File: src/sv/sdz_pkg.sv
// Shared constants for the stick dead-zone shaper.
package sdz_pkg;
  localparam int SAMPLE_BITS = 16;
  localparam int FRAC_BITS = 15;
  localparam int OUT_BITS = FRAC_BITS + 2;
  localparam int REG_BITS = 15;
  localparam int IN_BITS = 2 * SAMPLE_BITS;
  localparam int OUT_DATA_BITS = 40;
  localparam int SQ_BITS = 32;
  localparam int ROOT_BITS = 16;
  localparam int NUM_BITS = 31;
  localparam int DEN_BITS = 16;
  localparam int Q_BITS = 16;
  localparam int SQRT_LAT = ROOT_BITS;
  localparam int DIV_LAT = Q_BITS + 2;

  localparam logic [Q_BITS-1:0] ONE_Q = 16'h8000;

  localparam logic [1:0] MODE_INDEP = 2'd0;
  localparam logic [1:0] MODE_CIRC = 2'd1;
  localparam logic [1:0] MODE_NONE = 2'd2;

  localparam logic [1:0] REG_ZONE_MODE = 2'd0;
  localparam logic [1:0] REG_DEAD_ZONE = 2'd1;
  localparam logic [1:0] REG_FULL_SCALE = 2'd2;

  localparam logic [REG_BITS-1:0] RST_DEAD_ZONE = 15'd7849;
  localparam logic [REG_BITS-1:0] RST_FULL_SCALE = 15'd32767;
endpackage

File: src/sv/sdz_div.sv
// Pipelined saturating divider, one quotient bit per stage, result clamped to 1.0.
module sdz_div (
  input  logic                         clk,
  input  logic                         en,
  input  logic [sdz_pkg::NUM_BITS-1:0] num,
  input  logic [sdz_pkg::DEN_BITS-1:0] den,
  output logic [sdz_pkg::Q_BITS-1:0]   quot
);
  import sdz_pkg::*;

  localparam int NS = Q_BITS + 1;

  logic [DEN_BITS-1:0] rem [NS];
  logic [Q_BITS-1:0]   low [NS];
  logic [Q_BITS-1:0]   q   [NS];
  logic [DEN_BITS-1:0] dn  [NS];
  logic                ovf [NS];
  logic [DEN_BITS-1:0] rem_n [NS];
  logic                ge_n  [NS];

  always_comb begin
    logic [DEN_BITS:0] r2;
    rem_n[0] = '0;
    ge_n[0] = 1'b0;
    for (int k = 1; k < NS; k++) begin
      r2 = {rem[k-1], low[k-1][Q_BITS-1]};
      ge_n[k] = (r2 >= {1'b0, dn[k-1]});
      rem_n[k] = ge_n[k] ? 16'(r2 - {1'b0, dn[k-1]}) : r2[DEN_BITS-1:0];
    end
  end

  always_ff @(posedge clk) begin
    if (en) begin
      rem[0] <= {1'b0, num[NUM_BITS-1:Q_BITS]};
      low[0] <= num[Q_BITS-1:0];
      q[0] <= '0;
      dn[0] <= den;
      ovf[0] <= ({1'b0, num[NUM_BITS-1:Q_BITS]} >= den);
      for (int k = 1; k < NS; k++) begin
        rem[k] <= rem_n[k];
        low[k] <= {low[k-1][Q_BITS-2:0], 1'b0};
        q[k] <= {q[k-1][Q_BITS-2:0], ge_n[k]};
        dn[k] <= dn[k-1];
        ovf[k] <= ovf[k-1];
      end
      quot <= (ovf[NS-1] || (q[NS-1] > ONE_Q)) ? ONE_Q : q[NS-1];
    end
  end
endmodule

File: config.mk
export PLATFORM = sky130hd
export DESIGN_NAME = sdz_div
export DESIGN_NICKNAME = d
export VERILOG_FILES = /design/src/sv/sdz_pkg.sv /design/src/sv/sdz_div.sv
export SDC_FILE = /design/constraint.sdc
export NUM_CORES = 1
export LEC_CHECK = 0
export ABC_AREA = 1
export BUFFER_PORTS_ARGS = -buffer_cell sky130_fd_sc_hd__buf_2
export CORE_MARGIN = 2
export CORE_UTILIZATION = 40
export DETAILED_ROUTE_END_ITERATION = 8
export PLACE_DENSITY = 0.53
export SLEW_MARGIN = 20
export SYNTH_ARGS = -nofsm -noshare
export SYNTH_HDL_FRONTEND = slang
export SYNTH_SLANG_ARGS = --single-unit
File: constraint.sdc
create_clock -name clk -period 3 [get_ports clk]
set_clock_uncertainty 0.15 [all_clocks]
set_input_delay 0.45 -clock clk [delete_from_list [all_inputs] [get_ports clk]]
set_output_delay 0.45 -clock clk [all_outputs]
set_load 0.02 [all_outputs]
# Word-level counts from Yosys, hierarchy flattened

Memory sizes are Yosys's and may differ from the RTL's.
Index checks and enable logic that the tools add are counted.

Add/sub/neg operators: 16
Multipliers: 0
Divide/modulo/power cells: 0
$lt $le $gt $ge: 18
Equality and inequality tests: 0
Shifts and indexed selects: 0
Mux-type cells: 18
Bitwise operators: 0
Reductions and logical operators: 1

Operators with widths:

| cell                 | count |
|---|---|
| $ge 17x16->1         | 16 |
| $mux 16              | 16 |
| $sub 16x16->16       | 16 |
| $ge 15x16->1         | 1 |
| $gt 16x16->1 const B | 1 |
| $mux 1               | 2 |
| $logic_or 1x1->1     | 1 |

Flip-flop bits (word level): 16
Bits in latches: 0
RAM bits: 1,105
ROM bits: 0
Input port bits: 49
Word-level logic and storage cells: 59
Memories: 5

Memories:

| memory | words | bits a word | read ports | clocked after Yosys merged registers in | write ports | line          | RTL |
|---|---|---|---|---|---|---|---|
| dn     | 17    | 16          | 16         | 0                                       | 17          | sdz_div.sv:16 | `logic [DEN_BITS-1:0] dn [NS];` |
| low    | 17    | 16          | 16         | 0                                       | 17          | sdz_div.sv:14 | `logic [Q_BITS-1:0] low [NS];` |
| q      | 17    | 16          | 17         | 0                                       | 17          | sdz_div.sv:15 | `logic [Q_BITS-1:0] q [NS];` |
| rem    | 17    | 16          | 16         | 0                                       | 17          | sdz_div.sv:13 | `logic [DEN_BITS-1:0] rem [NS];` |
| ovf    | 17    | 1           | 17         | 0                                       | 17          | sdz_div.sv:17 | `logic ovf [NS];` |

# Depth between registers and ports, before layout

Gate-level depths: netlist of run 1.
An unclocked memory read counts as a cell.

Depth after elaboration: 3
Depth in mapped cells: 15
Depth with buffers taken out: 13

# Least setup slack after synthesis of run 1

OpenSTA, ideal clock, no wires.

Path kind: register -> register
From: memory dn[7][0], in the netlist dn[0][112]
To: memory rem[8][8], in the netlist rem[0][136] (data pin)
Arrival: 1,686 ps
Data required time: 2,597 ps
Path slack: 911 ps
Stages on the path, launching flop included: 10
Buffers on the path: 0
Period minus slack after synthesis: 2,089 ps
Path through: edfxtp_1 -> ha_1 -> fa_1 -> inv_1 -> nand3_1 -> nand3_1 -> a21oi_1 -> or2_2 -> nand3_1 -> nand2_1

RTL lines:

| element            | line |
|---|---|
| start: declaration | sdz_div.sv:16 |
| end: declaration   | sdz_div.sv:13 |

==> results of run 1 <==
-- per-layer routing --
layer  routed length, um  global-route usage (%)
met1               51900                    26.0
met2               50800                    31.0
met3                4320                    2.56
met4                3580                    6.88
met5                  20                       0
-- worst paths after layout --
| kind | to | cells past startpoint |
|---|---|---|
| max | rem[0][95]$_DFFE_PP_ | 10 |
| min | low[0][2]$_DFFE_PP_ | 1 |
| max reg2reg | rem[0][95]$_DFFE_PP_ | 10 |
| min reg2reg | q[0][132]$_DFFE_PP_ | 0 |
-- state kept, by name, summed over array words and instances (netlist names) --
name	count
dn	256
low	136
quot	16
ovf	17
q	136
rem	255
-- power breakdown --
| group | switching, mW | internal, mW |
|---|---|---|
| logic | 12.7 | 6.64 |
| registers | 1.56 | 15.8 |
| clock network | 4.65 | 6.47 |
-- layout make-up --
type                            instances  area, um2
Clock buffer                          105       2410
Clock inverter                         57        551
Fill cell                           10900      61400
Inverter                              997       3740
Multi-Input combinational cell       3242      16900
Sequential cell                       816      24500
Tap cell                             1500       1880
Timing Repair Buffer                  170       1440
-- logic make-up after synthesis --
group / after synthesis / share of synthesized area, %
xor+xnor: 93 / 1.79
simple gates: 2680 / 25.0
fa+ha+maj: 286 / 8.10
buf+inv: 1050 / 9.21
compound gates: 183 / 2.12
flops: 816 / 53.8
-- placed cells by master (no fill, tap or decap), drive strengths merged, types with 20 or more instances in the layout --
cell	instances
inv	1004
nand3b	47
nand2	1870
o21ai	20
nand4	69
nor3	51
buf	123
clkbuf	105
nand3	380
edfxtp	816
nor2	225
ha	271
a21oi	143
xor2	73
dlygate4sd3	47
clkinv	35
xnor2	20
-- worst register-to-register path: cells and delay by family (launching register included) --
kind / cells / cell delay (ns)
AO/OA/AOI/OAI: 1 / 0.24
adder cells (fa/ha/maj): 1 / 0.40
buffers and inverters: 2 / 0.29
flip-flops: 1 / 0.53
AND/OR/NAND/NOR: 6 / 0.68
==> impl_metrics.ini, run 1 <==
[run_status]
outcome = finished, final reports clean

[finish]
final_util_pct = 45.6
design_area_um2 = 51400
area_delta_synth_final_pct = 12.8
insertedDiodeCount = 0
stdcell_count = 6887
drive_gt1_share_pct = 6.55
final_net_count = 5654

[sta]
slew_headroom_pct = 61.4
fin_setup_tns_ns = 0
hold-worst-slack_ns = 0.0475
tightest_slew_ns = 0.579
fmax_mhz = 391
hold_viol = 0
setup_ws_ns = 0.443
period_minus_slack_ns = 2.56
setup_viol = 0
finalMaxSlewViolations = 0
rsz0062_at_grt = false
finalCritPeriodShare_pct = 85.2

[clocking]
cts_buffers = 92
cts_max_path_buffers = 3
hold_buffers = 47
cts_tree = built
clkLatencyLatePin_ns = 0.67
cts_setup_buffers = 0
cts.sink_count = 816
cts_root_buf = clkbuf_16
clk_pin_slew_ns = 0.06
cts_resized = 0
cts_max_level = 3

[grt]
track_usage_pct = 19.0
gr-total-overflow = 0
grt_pass1_wl_um = 174000
antenna_found_initial = 1
grt_start_max_net_pins = 87
grt_pass1_vias = 31700

[critical_path]
path_cells = inv_1 > ha_1 > nand2_1 > nor2_2 > nand2_1 > o21ai_1 > nor2_4 > buf_4 > nand3_1 > nand2_1
r2r_slack_ns = 0.44
timing.critical_path.mode_cell = nand2_1
critPathMaxFanout = 16
worst_ep_arrival_time_ns = 2.78
crit_type = reg2reg
start_kind = flop
worst_path_max_delay_cell = edfxtp_1
required_ns = 3.22
crit_start = dn[0][74]$_DFFE_PP_
reg2reg_from = dn[0][74]$_DFFE_PP_
cp_top_family = simple AND/OR/NAND/NOR gates
worst_path_largest_cell_delay_ns = 0.53
path_buf_inv = 2
end_kind = flop

[logic_synthesis]
synth_top_area_cell = edfxtp_1
synth_edf_count = 816
seq_area_frac_synth_pct = 53.8
synthArstFlopShare_pct = 0
netlist_area_um2 = 45600
synth_nets = 5443
synth_common_cells = nand2_1, inv_1, edfxtp_1, nand3_1, ha_1
syn_inst = 5108
syn_area_per_cell_um2 = 8.92
synth.area.top_cells = edfxtp_1, nand2_1, inv_1, ha_1, nand3_1
ys_ff_latch = 816
synth_warnings = 0
yosysUniqueCellTypes = 44
yosysMostFrequentCell = nand2_1
synth_top_area_share_pct = 53.8
ys.flop_type = edfxtp_1

[floorplanning]
rows = 123
core_area_um2 = 113000
pin_count = 65
die-area_um2 = 117000
start_util_pct = 40.4
die_height_um = 342
die_width_um = 342

[placement]
place_congestion = 0.928
dpl_cell_area_um2 = 48000
detailed_place_hpwl_um = 85400
dpl_worst_slack_ns = 0.475
place_inst = 6678
numPortBuffers = 64

[detailed_routing]
via_per_inst = 4.76
drtPass1Iterations = 5
drtAntennaViolNets = 0
finalWirelength_um = 111000
route.vias.total = 32800
first_iter_violations = 2108
drcViolationCount = 0
avgRoutedWirePerCell_um = 16.1

[job]
max_cap_viol_count = 0

[hold_path]
hp-start = en
hp-class = in2reg

[power]
irDropWorstVdd_v = 0.000481
power.density_nw_per_um2 = 930
power.leakage_nw = 25.1
power.total_mw = 47.8
(Power assumes the default switching activity.)
==> inputs of run 2 (changes only) <==
RECOVER_POWER = 100   (was not set)
==> impl_metrics.ini, run 2 (synthesis results as in run 1) <==
[run_status]
outcome = finished, violations left
violations = max-capacitance violations, max-slew violations

[grt]
grt_pass1_wl_um = 174000
grt_pass1_vias = 31700
antenna_found_initial = 1
gr-total-overflow = 0
grt_start_max_net_pins = 87
track_usage_pct = 19.0

[sta]
rsz0062_at_grt = false
slew_headroom_pct = -54.3
setup_viol = 0
hold_viol = 0
finalCritPeriodShare_pct = 91.5
fmax_mhz = 364
finalMaxSlewViolations = 24
period_minus_slack_ns = 2.74
setup_ws_ns = 0.256
fin_setup_tns_ns = 0
tightest_slew_ns = 2.31

[power]
power.share.clock_pct = 23.3
intPower_mw = 28.8
irDropWorstVdd_v = 0.000480
power.leakage_nw = 25.0
swShare_pct = 39.6
switching_power_mw = 18.9
pwr-share-seq_pct = 36.3
power.density_nw_per_um2 = 932
comb_power_share_pct = 40.3

[job]
max_cap_viol_count = 1

[critical_path]
worst_path_largest_cell_delay_ns = 1.71
path_buf_inv = 3
crit_start = en
required_ns = 3.18
critPathMaxFanout = 32
worst_path_max_delay_cell = dlymetal6s4s_1
start_kind = input port
cp_num_cells = 3
crit_type = in2reg
cp_top_family = buffers and inverters
path_cells = dlymetal6s4s_1 > buf_12 > buf_6
end_kind = flop
reg2reg_from = rem[0][199]$_DFFE_PP_
worst_ep_arrival_time_ns = 2.92
r2r_cells = 11

[placement]
numPortBuffers = 64
place_congestion = 0.928
dpl_worst_slack_ns = 0.475
detailed_place_hpwl_um = 85400

[hold_path]
hp-start = q[0][115]$_DFFE_PP_
hp-class = reg2reg
whs_path_depth = 0

[finish]
final_cell_mix = nand2_1, inv_1, edfxtp_1, nand3_1, ha_1
insertedDiodeCount = 0
mostFrequentLayoutCell = nand2_1
drive_gt1_share_pct = 5.31
largest-register = dn
area_delta_synth_final_pct = 12.3
final_net_count = 5654
largest_register_ffs = 256
reg_top3 = dn: 256 flops, rem: 255 flops

[clocking]
cts_max_path_buffers = 3
cts_tree = built
cts_buffers = 92
hold_buffers = 47
cts_root_buf = clkbuf_16
cts_resized = 0
cts.sink_count = 816
cts_setup_buffers = 0
clkLatencyLatePin_ns = 0.67
clk_pin_slew_ns = 0.06
cts_max_level = 3

[floorplanning]
core_area_um2 = 113000
pin_count = 65
die-area_um2 = 117000
die_height_um = 342
start_util_pct = 40.4
rows = 123
die_width_um = 342

[detailed_routing]
route.vias.total = 32800
drtAntennaViolNets = 0
via_per_inst = 4.76
drcViolationCount = 0
first_iter_violations = 2159
finalWirelength_um = 111000
drtPass1Iterations = 5
avgRoutedWirePerCell_um = 16.1
[run 2: cell count changes in the layout (fill, tap and decap cells not counted), sizes merged]
cell          change
buf              -65
dlymetal6s4s      +1
clkbuf           +64
[run 2: layout make-up]
type / instances / area (um2)
Fill cell: 10900 / 61600
Sequential cell: 816 / 24500
Multi-Input combinational cell: 3242 / 16800
Inverter: 997 / 3740
Clock buffer: 105 / 2410
Tap cell: 1500 / 1880
Timing Repair Buffer: 170 / 1310
Clock inverter: 57 / 551
[run 2: worst paths after layout]
path | endpoint | slack (ns)
min reg2reg | q[0][132]$_DFFE_PP_ | 0.26
max | quot[12]$_SDFFCE_PP0P_ | 0.26
min | q[0][132]$_DFFE_PP_ | 0.26
max reg2reg | rem[0][221]$_DFFE_PP_ | 0.33
[run 2: routing by layer]
metal,up-vias,wire (um),global-route usage (%)
met5,-,20,0
met1,15200,51900,26.0
met4,2,3520,6.88
met3,168,4460,2.56
li1,16800,-,-
met2,595,50800,31.0
[run 2: worst reg2reg max path: stages (launching register included)]
cell and delay [ns]:
edfxtp_1 0.45, ha_1 0.38, nand2_1 0.17, inv_1 0.05, nand2_1 0.06, nand2_1 0.08, inv_1 0.08, nand3_1 0.10
nand2_1 0.38, nand2_4 0.26, nand2_1 0.13, nand2_1 0.10
[run 2: metrics by stage]
stage,instances,area [um2],hold WS [ns],utilization (%),power (mW)
detailed placement,6678,48000,0.255,42.5,36.8
global placement,6678,48000,0.251,42.5,36.7
CTS,6887,51400,0.0134,45.6,48.2
global route,6887,51200,0.266,45.4,51.6
floorplan,5108,45600,0.250,-,31.4
finish,6887,51200,0.255,45.4,47.7
[run 2: power by group through the flow]
stage / combinational (mW) / clock, mW / sequential, mW
after floorplan: 14.7 / 0 / 16.7
after detailed placement: 19.2 / 0 / 17.5
after global placement: 19.1 / 0 / 17.6
after global routing: 22.1 / 11.9 / 17.5
after CTS: 19.4 / 11.5 / 17.3
final: 19.2 / 11.1 / 17.3
