### src/sv/sdz_pkg.sv
// Shared constants for the stick dead-zone shaper.
package sdz_pkg;
  localparam int SAMPLE_BITS = 16;
  localparam int FRAC_BITS = 15;
  localparam int OUT_BITS = FRAC_BITS + 2;
  localparam int REG_BITS = 15;
  localparam int IN_BITS = 2 * SAMPLE_BITS;
  localparam int OUT_DATA_BITS = 40;
  localparam int SQ_BITS = 32;
  localparam int ROOT_BITS = 16;
  localparam int NUM_BITS = 31;
  localparam int DEN_BITS = 16;
  localparam int Q_BITS = 16;
  localparam int SQRT_LAT = ROOT_BITS;
  localparam int DIV_LAT = Q_BITS + 2;

  localparam logic [Q_BITS-1:0] ONE_Q = 16'h8000;

  localparam logic [1:0] MODE_INDEP = 2'd0;
  localparam logic [1:0] MODE_CIRC = 2'd1;
  localparam logic [1:0] MODE_NONE = 2'd2;

  localparam logic [1:0] REG_ZONE_MODE = 2'd0;
  localparam logic [1:0] REG_DEAD_ZONE = 2'd1;
  localparam logic [1:0] REG_FULL_SCALE = 2'd2;

  localparam logic [REG_BITS-1:0] RST_DEAD_ZONE = 15'd7849;
  localparam logic [REG_BITS-1:0] RST_FULL_SCALE = 15'd32767;
endpackage

### src/sv/sdz_sqrt.sv
// Pipelined integer square root, one result bit per stage.
module sdz_sqrt (
  input  logic                          clk,
  input  logic                          en,
  input  logic [sdz_pkg::SQ_BITS-1:0]   n,
  output logic [sdz_pkg::ROOT_BITS-1:0] root
);
  import sdz_pkg::*;

  logic [ROOT_BITS+1:0] rem   [SQRT_LAT];
  logic [ROOT_BITS-1:0] rt    [SQRT_LAT];
  logic [SQ_BITS-1:0]   nn    [SQRT_LAT];
  logic [ROOT_BITS+1:0] rem_n [SQRT_LAT];
  logic [ROOT_BITS-1:0] rt_n  [SQRT_LAT];
  logic [SQ_BITS-1:0]   nn_n  [SQRT_LAT];

  always_comb begin
    logic [ROOT_BITS+1:0] rp;
    logic [ROOT_BITS-1:0] tp;
    logic [SQ_BITS-1:0]   np;
    logic [ROOT_BITS+3:0] r4;
    logic [ROOT_BITS+3:0] trial;
    logic                 ge;
    for (int k = 0; k < SQRT_LAT; k++) begin
      rp = (k == 0) ? '0 : rem[(k == 0) ? 0 : k - 1];
      tp = (k == 0) ? '0 : rt[(k == 0) ? 0 : k - 1];
      np = (k == 0) ? n : nn[(k == 0) ? 0 : k - 1];
      r4 = {rp, np[SQ_BITS-1:SQ_BITS-2]};
      trial = {2'b00, tp, 2'b01};
      ge = (r4 >= trial);
      rem_n[k] = ge ? 18'(r4 - trial) : r4[ROOT_BITS+1:0];
      rt_n[k] = {tp[ROOT_BITS-2:0], ge};
      nn_n[k] = {np[SQ_BITS-3:0], 2'b00};
    end
  end

  always_ff @(posedge clk) begin
    if (en) begin
      for (int k = 0; k < SQRT_LAT; k++) begin
        rem[k] <= rem_n[k];
        rt[k] <= rt_n[k];
        nn[k] <= nn_n[k];
      end
    end
  end

  assign root = rt[SQRT_LAT-1];
endmodule

### config.mk
export PLATFORM = sky130hd
export DESIGN_NAME = sdz_sqrt
export DESIGN_NICKNAME = d
export VERILOG_FILES = /design/src/sv/sdz_pkg.sv /design/src/sv/sdz_sqrt.sv
export SDC_FILE = /design/constraint.sdc
export NUM_CORES = 1
export LEC_CHECK = 0
export ABC_AREA = 1
export BUFFER_PORTS_ARGS = -buffer_cell sky130_fd_sc_hd__buf_2
export CAP_MARGIN = 20
export CORE_UTILIZATION = 45
export CTS_CLUSTER_DIAMETER = 150
export DETAILED_ROUTE_END_ITERATION = 12
export PLACE_DENSITY = 0.68
export SYNTH_ARGS = -nofsm -noshare
export SYNTH_HDL_FRONTEND = slang
export SYNTH_SLANG_ARGS = --single-unit
### constraint.sdc
create_clock -name clk -period 6 [get_ports clk]
set_input_delay 1.8 -clock clk [delete_from_list [all_inputs] [get_ports clk]]
set_output_delay 1.8 -clock clk [all_outputs]
set_load 0.01 [all_outputs]
# After elaboration in Yosys (flattened, before gate mapping)

Memory sizes are Yosys's and may differ from the RTL's.
Index checks and enable logic that the tools add are counted.

Output and inout bits: 16
Register bits after elaboration: 0
Memories kept: 3
Memory bits (writable): 1024
Logic and storage cells: 53
Input bits: 34

Memories:

| name | depth | bits a word | rd ports | clocked after memory_dff | wr ports | line           | text |
|---|---|---|---|---|---|---|---|
| nn   | 16    | 30          | 15       | 0                        | 16       | sdz_sqrt.sv:12 | `logic [SQ_BITS-1:0] nn [SQRT_LAT];` |
| rem  | 16    | 18          | 15       | 0                        | 16       | sdz_sqrt.sv:10 | `logic [ROOT_BITS+1:0] rem [SQRT_LAT];` |
| rt   | 16    | 16          | 16       | 0                        | 16       | sdz_sqrt.sv:11 | `logic [ROOT_BITS-1:0] rt [SQRT_LAT];` |

Magnitude comparators: 16
$add $sub $neg: 16
Muxes and demuxes: 18

Operators by type and width:

| kind                  | number |
|---|---|
| $ge A20 B18 Y1        | 15 |
| $mux W18              | 16 |
| $sub A18 B18 Y18      | 15 |
| $sub A2 B1 Y3 const B | 1 |
| $ge A2 B1 Y1 const B  | 1 |
| $mux W1               | 2 |

# Logic depth before layout (Yosys ltp)

Gate-level depths: netlist of run 1.
An unclocked memory read counts as a cell.

Word-level depth: 3
Gate-level depth with buffers: 14
Gate-level depth less buffers: 13

# Worst setup path after synthesis of run 1

OpenSTA, ideal clock, no wires.

Path kind: input -> register
Start: input port n[31] (netlist name)
End: memory rt[0][0], data pin
Arrival: 2.064 ns
Setup time: 0.262 ns
Buffers on the path: 0
Stages: 1
Setup slack: 3.673 ns
Data required time: 5.738 ns
Cell sequence: or2_2

RTL lines:

| element         | line           | text |
|---|---|---|
| start, declared | sdz_sqrt.sv:5  | `input logic [sdz_pkg::SQ_BITS-1:0] n,` |
| end, declared   | sdz_sqrt.sv:11 |  |

==> impl_results.md, run 1 <==
- ANT cells: 0
- Hold Path Origin: nn[1][146]
- R2R depth: 12
- PwrDens: 327 mW/mm^2
- Via count: 21700
- Worst r2r src: rt[0][33]
- DR pass1 iterations: 6
- #FFs+latches synth: roughly 630
- Clock latency on the worst-skew pair: 620 ps
- Die area: between 0.07 and 0.08 sq mm
- Root buf cell: clkbuf_16
- Synth area leader: edfxtp_1
- Seq/Total Area, Yosys: 0.571
- CP cell instances: buf_2
- DRT antenna net count: 0
- Fin util: 0.506
- Gate Count Post-Synth: 3289
- Post-CTS setup buffers: 0
- Clk_skew: between 30 and 40 ps
- Vias in the first global route: between 20000 and 25000
- M2 GR Usage: 0.304
- Core area: just over 0.07 sq mm
- Crit Reg-Reg Endpoint: rem[0][62]
- Antenna violations before repair: 0
- Top cells by area, synth: edfxtp_1, nand2_1, ha_1
- Max Clk Rate: 341 MHz
- Post-Synthesis Mean Instance Area: ~10 sq um
- P&R area growth vs syn: 10.7%
- CTS sink count: ~630
- Tmin final: between 2000 and 3000 ps
- RSZ-0062 raised after global routing: no
- Final worst-path cycle share: 0.488
- Final Max Tran Viols: 0
- CTS buffer count: between 60 and 70
- Tot Pwr: 11.9 mW
- Max_cap viols: 0
- Routed wire length: 65700 um
- Post_cts resized: 0
- Buf/Inv on CP: 1
- Slew at the pin closest to its max-slew limit: 932 ps
- CP top delay family: flip-flops
- Setup violations, final: 0
- CP Max Fanout: 1
- Die width: between 200 and 300 um
- CP startpoint kind: register
- Busiest grt layer: met2
- Count of cell types in the netlist: 54
- Met1 usage: 0.243
- Port bufs: 49
- Critical path type: reg -> out
- Global-route wire length before repair: 107000 um
- Area share of the largest cell type after synthesis: 0.571
- Die H: 272 um
- Met3 GRT Util: 0.0267
- Worst EP required: 4200 ps
- Hold EP: nn[1][178]
- # hold bufs at CTS: 0
- Outcome: complete, no violations
- Final instance area: about 0.036 sq mm
- Slowest-stage cell, CP: edfxtp_1
- DR iter-0 viols: between 1500 and 2000
- H-tree Lvls: 3
- Critical path endpoint category: output port
- Setup TNS: 0 ps
- Pin count of the biggest net entering global routing: ~120
- HPWL after detailed placement: 49400 um
- GRT Util Overall: 0.180
- IO Count: 50
- Crit-path max cell delay: around 370 ps
- # rows: 98
- Synthesized area: between 0.03 and 0.04 sq mm
- Final hold slack: roughly 400 ps
- Remaining DRCs: 0
- GR Overflow Total: 0
- Final hold vios: 0
- Peak supply drop: 0.266 mV
- Final net count: 3567
- FF-to-FF setup slack: 3350 ps
- CTS clk-pin slew, worst paths: 50 ps
- Hold path cells: 0
- Arrival @ worst endpoint: ~1100 ps
- Starting Density: 0.457
- DP Area: 0.0341 sq mm
- Ys Warns: 0
- Clk buf depth: 3
- Vias per cell: 4.95
- Worst slew margin: 0.378
- TritonCTS clock tree: built
- Hold Path Class: reg -> reg
- Syn nets: between 3000 and 4000
- Leakage: approximately 15 nW
- Drt wl/cell: roughly 15 um
- Gpl congestion: slightly below 0.9
- Layout cells sized above 1: 0.124
[Yosys cell counts, drive strengths merged]
master / number
o21bai: 6
xnor2: 51
o31ai: 1
ha: 153
a21o: 2
conb: 1
nor3b: 2
a21oi: 167
and2: 2
inv: 500
nand4: 49
nor4: 4
or2: 8
o211ai: 5
buf: 39
nor2: 292
nand3b: 29
clkbuf: 1
xor2: 49
edfxtp: 626
nand2: 887
nand3: 216
o22ai: 1
clkinv: 3
o21a: 4
and3: 1
o21ai: 152
nor3: 38
[placed cells by master (no fill, tap or decap), types with 10 or more instances in the layout]
cell type	netlist	layout
o21ai_0	74	74
clkinv_1	3	14
xor2_1	49	49
edfxtp_1	626	626
nand4_1	48	48
nand3_1	204	204
a21oi_2	54	54
o21ai_1	17	17
nand2_1	822	822
ha_1	153	153
clkbuf_16	0	70
nand3b_1	29	29
buf_2	2	48
nand3_2	10	10
clkbuf_1	1	12
nor2_1	258	258
inv_1	476	476
nand2_2	57	57
nor3_1	34	34
a21oi_1	112	112
xnor2_1	51	51
o21ai_2	60	60
inv_2	19	19
nor2_2	23	23
clkinv_2	0	10
[through the flow]
stage                     setup WS (ps)  std cells
final                              3070       4382
after detailed placement           2600       4258
after CTS                          3030       4381
after floorplan                    3670       3289
after global routing               3030       4382
after global placement             2600       4258
[sequential cells by signal, summed over array words and instances, names as in the netlist]
| register | count |
|---|---|
| rem | 250 |
| rt | 136 |
| nn | 240 |
[where the power goes]
part / total (mW) / internal, mW / switching, mW
clock: 4.26 / 2.55 / 1.71
combinational: 2.02 / 0.721 / 1.30
sequential: 5.62 / 5.35 / 0.270
[logic make-up after synthesis]
| kind of cell | share of synthesized area |
|---|---|
| AO/OA/AOI/OAI | 0.0665 |
| adder cells (fa/ha/maj) | 0.0582 |
| XOR/XNOR | 0.0266 |
| AND/OR/NAND/NOR | 0.207 |
| buffers and inverters | 0.0700 |
| other | 0.000114 |
| flip-flops | 0.571 |
[routing by layer]
metal / up-vias / share of wire
li1: 11200 / -
met4: 0 / 0.020
met1: 10000 / 0.46
met5: - / 0
met2: 390 / 0.48
met3: 90 / 0.041
[worst max-delay path by stage]
stage                     cells past startpoint  slack [ps]    endpoint       start
after floorplan                               1        3670    rt[0][0]       n[31]
after global routing                          1        3030     root[1]  rt[1][113]
after detailed placement                      2        2600  rem[1][28]          en
after global placement                        2        2600  rem[1][34]          en
after CTS                                     1        3030     root[1]  rt[1][113]
final                                         1        3070     root[1]  rt[1][113]
[layout make-up]
type | count | area, sq um
inverter | 503 | 1910
clock buffer | 82 | 1800
multi-input combinational | 2120 | 11800
clock inverter | 41 | 513
tap | 950 | 1190
fill | 6400 | 35500
timing repair buffer | 60 | 417
sequential | 626 | 18800
Note: power is estimated with default switching activity, not from simulation.
==> inputs of run 2 (changes only) <==
ABC_AREA = 0   (was 1)
PLACE_DENSITY = 0.71   (was 0.68)
clock period = 2.4 ns   (was 6 ns; I/O delays follow)
==> run 2 against run 1 <==
Compared with the run above:
- the flow now finishes with violations (negative setup slack)
- worst hold slack got worse by 120 ps
- first-iteration DRC count shrank 25%
- final area up 5.2%
- flip-flop and latch count is the same
- clock-buffer cell count up 4
- synthesized cell count down 34%
- clock power grew 130%
- setup slack got worse by 3300 ps
- via count decreased by 12%
- largest cell class unchanged
- largest power group unchanged
==> impl_results.md, run 2 <==
- Slew at the pin closest to its max-slew limit: 498 ps (-435 ps)
- Tmin final: 2630 ps
- Flop pwr share: 0.470 (-0.003)
- Clock power share: 0.326 (-0.032)
- Area share of the largest cell type after synthesis: 0.648 (+0.0769)
- Worst slew margin: 0.665 (+0.286)
- Setup violations, final: 84 (+84)
- Outcome: finished, violations left
- Max_cap viols: 0 (unchanged)
- Number of flops mapped to enable cells by yosys: 626 (unchanged)
- Hold path cells: 1 (+1)
- Top Registers: rem (250), nn (240), rt (136)
- Setup TNS: -7300 ps (-7300 ps)
- Critical path type: reg -> reg
- Count of cell types in the netlist: 78 (+44%)
- Antenna violations before repair: 0 (unchanged)
- Hold Path Origin: n[29]
- Seq/Total Area, Yosys: 0.648 (+0.0769)
- IO Count: 50 (unchanged)
- Final instance area: 0.0383 sq mm (+5.2%)
- Largest register FFs: 250 (unchanged)
- CP startpoint kind: register
- TritonCTS clock tree: built
- Remaining DRCs: 0 (unchanged)
- CTS sink count: 626 (unchanged)
- Worst r2r src: rem[0][114]
- Worst slack, placed: -281 ps (-2880 ps)
- Synthesized area: 0.0290 sq mm (-12%)
- Vias per cell: 5.23 (+5.8%)
- Gate Count Post-Synth: 2172 (-34%)
- DR iter-0 viols: 1131 (-25%)
- Hold Path Class: in -> reg
- Clk buf depth: 3 (unchanged)
- Routed wire length: 60300 um (-8.2%)
- GR Overflow Total: 0 (unchanged)
- Syn nets: 2359 (-32%)
- PwrDens: 792 mW/mm^2 (+140%)
- Core area: 0.0634 sq mm (-12%)
- Synth area leader: edfxtp_1
- CP most frequent cell: or4_4
- Die area: 0.0655 sq mm (-12%)
- Critical path endpoint category: register
- CTS clk-pin slew, worst paths: 60 ps (about the same)
- Final hold vios: 0 (unchanged)
- Setup WS post-layout: -231 ps (-3300 ps)
- RSZ-0062 raised after global routing: yes
- CP cell instances: ha_2, or4_4, or4_4, or3_4, nor2_4, o21ai_4, buf_6, nand3b_1, xnor2_1
- GRT Util Overall: 0.172 (-0.00826)
- Starting Density: 0.457 (about the same)
- Pin count of the biggest net entering global routing: 80 (-32%)
- Vias in the first global route: 19000 (-8.5%)
- Die H: 256 um (-6.1%)
- R2R depth: 9 (-3)
- Slowest-stage cell, CP: or4_4
- Int Pwr: 22.4 mW (+160%)
- #FFs+latches synth: 626 (unchanged)
- Biggest register: rem
- Crit-path max cell delay: 430 ps (+60 ps)
- Arrival @ worst endpoint: 2990 ps (+1860 ps)
- Switching power: 7.93 mW (+140%)
- DR pass1 iterations: 5 (-1)
- Layout cells sized above 1: 0.361 (+0.238)
- Top cells by area, synth: edfxtp_1, ha_1, xnor2_1
- H-tree Lvls: 3 (unchanged)
- Global-route wire length before repair: 92400 um (-14%)
- Clock latency on the worst-skew pair: 610 ps (about the same)
- DP Area: 0.0332 sq mm (-2.5%)
- Die width: 256 um (-6.1%)
- Root buf cell: clkbuf_16
- ANT cells: 0 (unchanged)
- P&R area growth vs syn: 32.1%
- CTS buffer count: 67 (-2.9%)
- HPWL after detailed placement: 39500 um (-20%)
- Asr flop ratio synth: 0 (unchanged)
- Crit path launch: rem[0][114]
- Combinational share of power: 0.204 (+0.035)
- Drt wl/cell: 16.6 um (+10%)
- Via count: 19100 (-12%)
- Max Clk Rate: roughly 380 MHz
- Commonest non-fill, non-tap cells in the layout: edfxtp_1, buf_4, inv_1
- Worst EP required: 2760 ps (-1440 ps)
- Commonest cells post-synth: edfxtp_1, inv_1, ha_1
- Switch share: 0.261 (-0.0136)
- Peak supply drop: 0.672 mV (+150%)
- Final Max Tran Viols: 0 (unchanged)
- Port bufs: 49 (unchanged)
- Post-Synthesis Mean Instance Area: 13.4 sq um (+33%)
- DRT antenna net count: 0 (unchanged)
- Clk_skew: 18.9 ps (-18.0 ps)
- CP Max Fanout: 7 (+6)
- Final net count: 2935 (-18%)
- Final worst-path cycle share: 1.10
- Count leader, synth: edfxtp_1
- Ys Warns: 0 (unchanged)
- Leakage: 15.2 nW (-0.92%)
- Violated checks: negative setup slack
- # rows: 92 (-6.1%)
- Gpl congestion: 0.908 (+2.1%)
- Most common flop cell mapped by yosys: edfxtp_1
- Tot Pwr: 30.4 mW (+160%)
- Most common cell after layout, fill and taps aside: edfxtp_1
## run 2: cell count changes in the layout (fill, tap and decap cells not counted), sizes merged, moves of 30 or more
cell,before,now
nor2,292,151
inv,502,188
a21o,2,48
xor2,49,79
nand3,216,28
nand2,887,114
mux2,0,33
o21ai,152,92
nand4,49,17
buf,60,545
xnor2,51,106
## run 2: through the flow
step / util / hold WS (ps) / cells
2_1_floorplan: - / 400 / 2172
4_1_cts: 0.575 / 254 / 3572
6_report: 0.604 / 286 / 3642
3_5_place_dp: 0.524 / 405 / 3401
5_1_grt: 0.604 / 264 / 3642
3_3_place_gp: 0.524 / 402 / 3401
## run 2: cell type report
cell class / instances / area [sq um]
fillers: 4546 / 25100
repair buffers: 550 / 4440
repair inverters: 1 / 7.51
inverters: 184 / 694
multi-input cells: 1318 / 11200
clock inverters: 31 / 334
flip-flops and latches: 626 / 18800
well taps: 846 / 1060
clock buffers: 86 / 1770
## run 2: cell families (layout without fill, tap and decap cells)
logic type,Yosys count,after routing,synth area share
buf+inv,231,852,0.0329
fa+ha+maj,153,153,0.0660
flops,626,626,0.648
simple gates,527,529,0.0931
other cells,1,1,0.000129
compound gates,409,410,0.0887
xor+xnor,185,185,0.0559
mux,40,40,0.0154
## run 2: worst max-delay path: cells and delay by family, from the launching register on
family,cells,cell delay [ps]
and+or+nand+nor,5,1430
adders and majority gates,1,210
buffers and inverters,1,160
xor gates and xnor gates,1,70
DFF,1,390
AOI/OAI and AO/OA,1,110
## run 2: worst paths after layout
check / endpoint / slack (ps)
worst min-delay path: nn[0][29] / 290
worst max register to register: rem[0][141] / -230
worst min register to register: nn[0][232] / 400
worst max-delay path: rem[0][141] / -230
## run 2: power by group through the flow
stage / Sequential [mW] / Clock, mW / Combinational, mW
2_1_floorplan: 14.2 / 0 / 3.13
3_3_place_gp: 14.3 / 0 / 4.92
3_5_place_dp: 14.4 / 0 / 5.08
4_1_cts: 14.2 / 10.1 / 5.50
5_1_grt: 14.4 / 10.5 / 6.72
6_report: 14.3 / 9.91 / 6.18
## run 2: timing repair
action,4_1_cts,5_1_grt
endpoints found under the setup margin,181,214
gates cloned,7,10
pin swaps,41,115
gates resized for setup,158,309
buffers inserted,50,64
hold buffers,0,0
## run 2: per-layer routing
metal  up-vias  share of wire  track usage
met5         -              0            0
met4         0          0.031       0.0697
met2       423           0.53        0.316
li1       9179              -            -
met1      9313           0.40        0.199
met3       150          0.039       0.0273
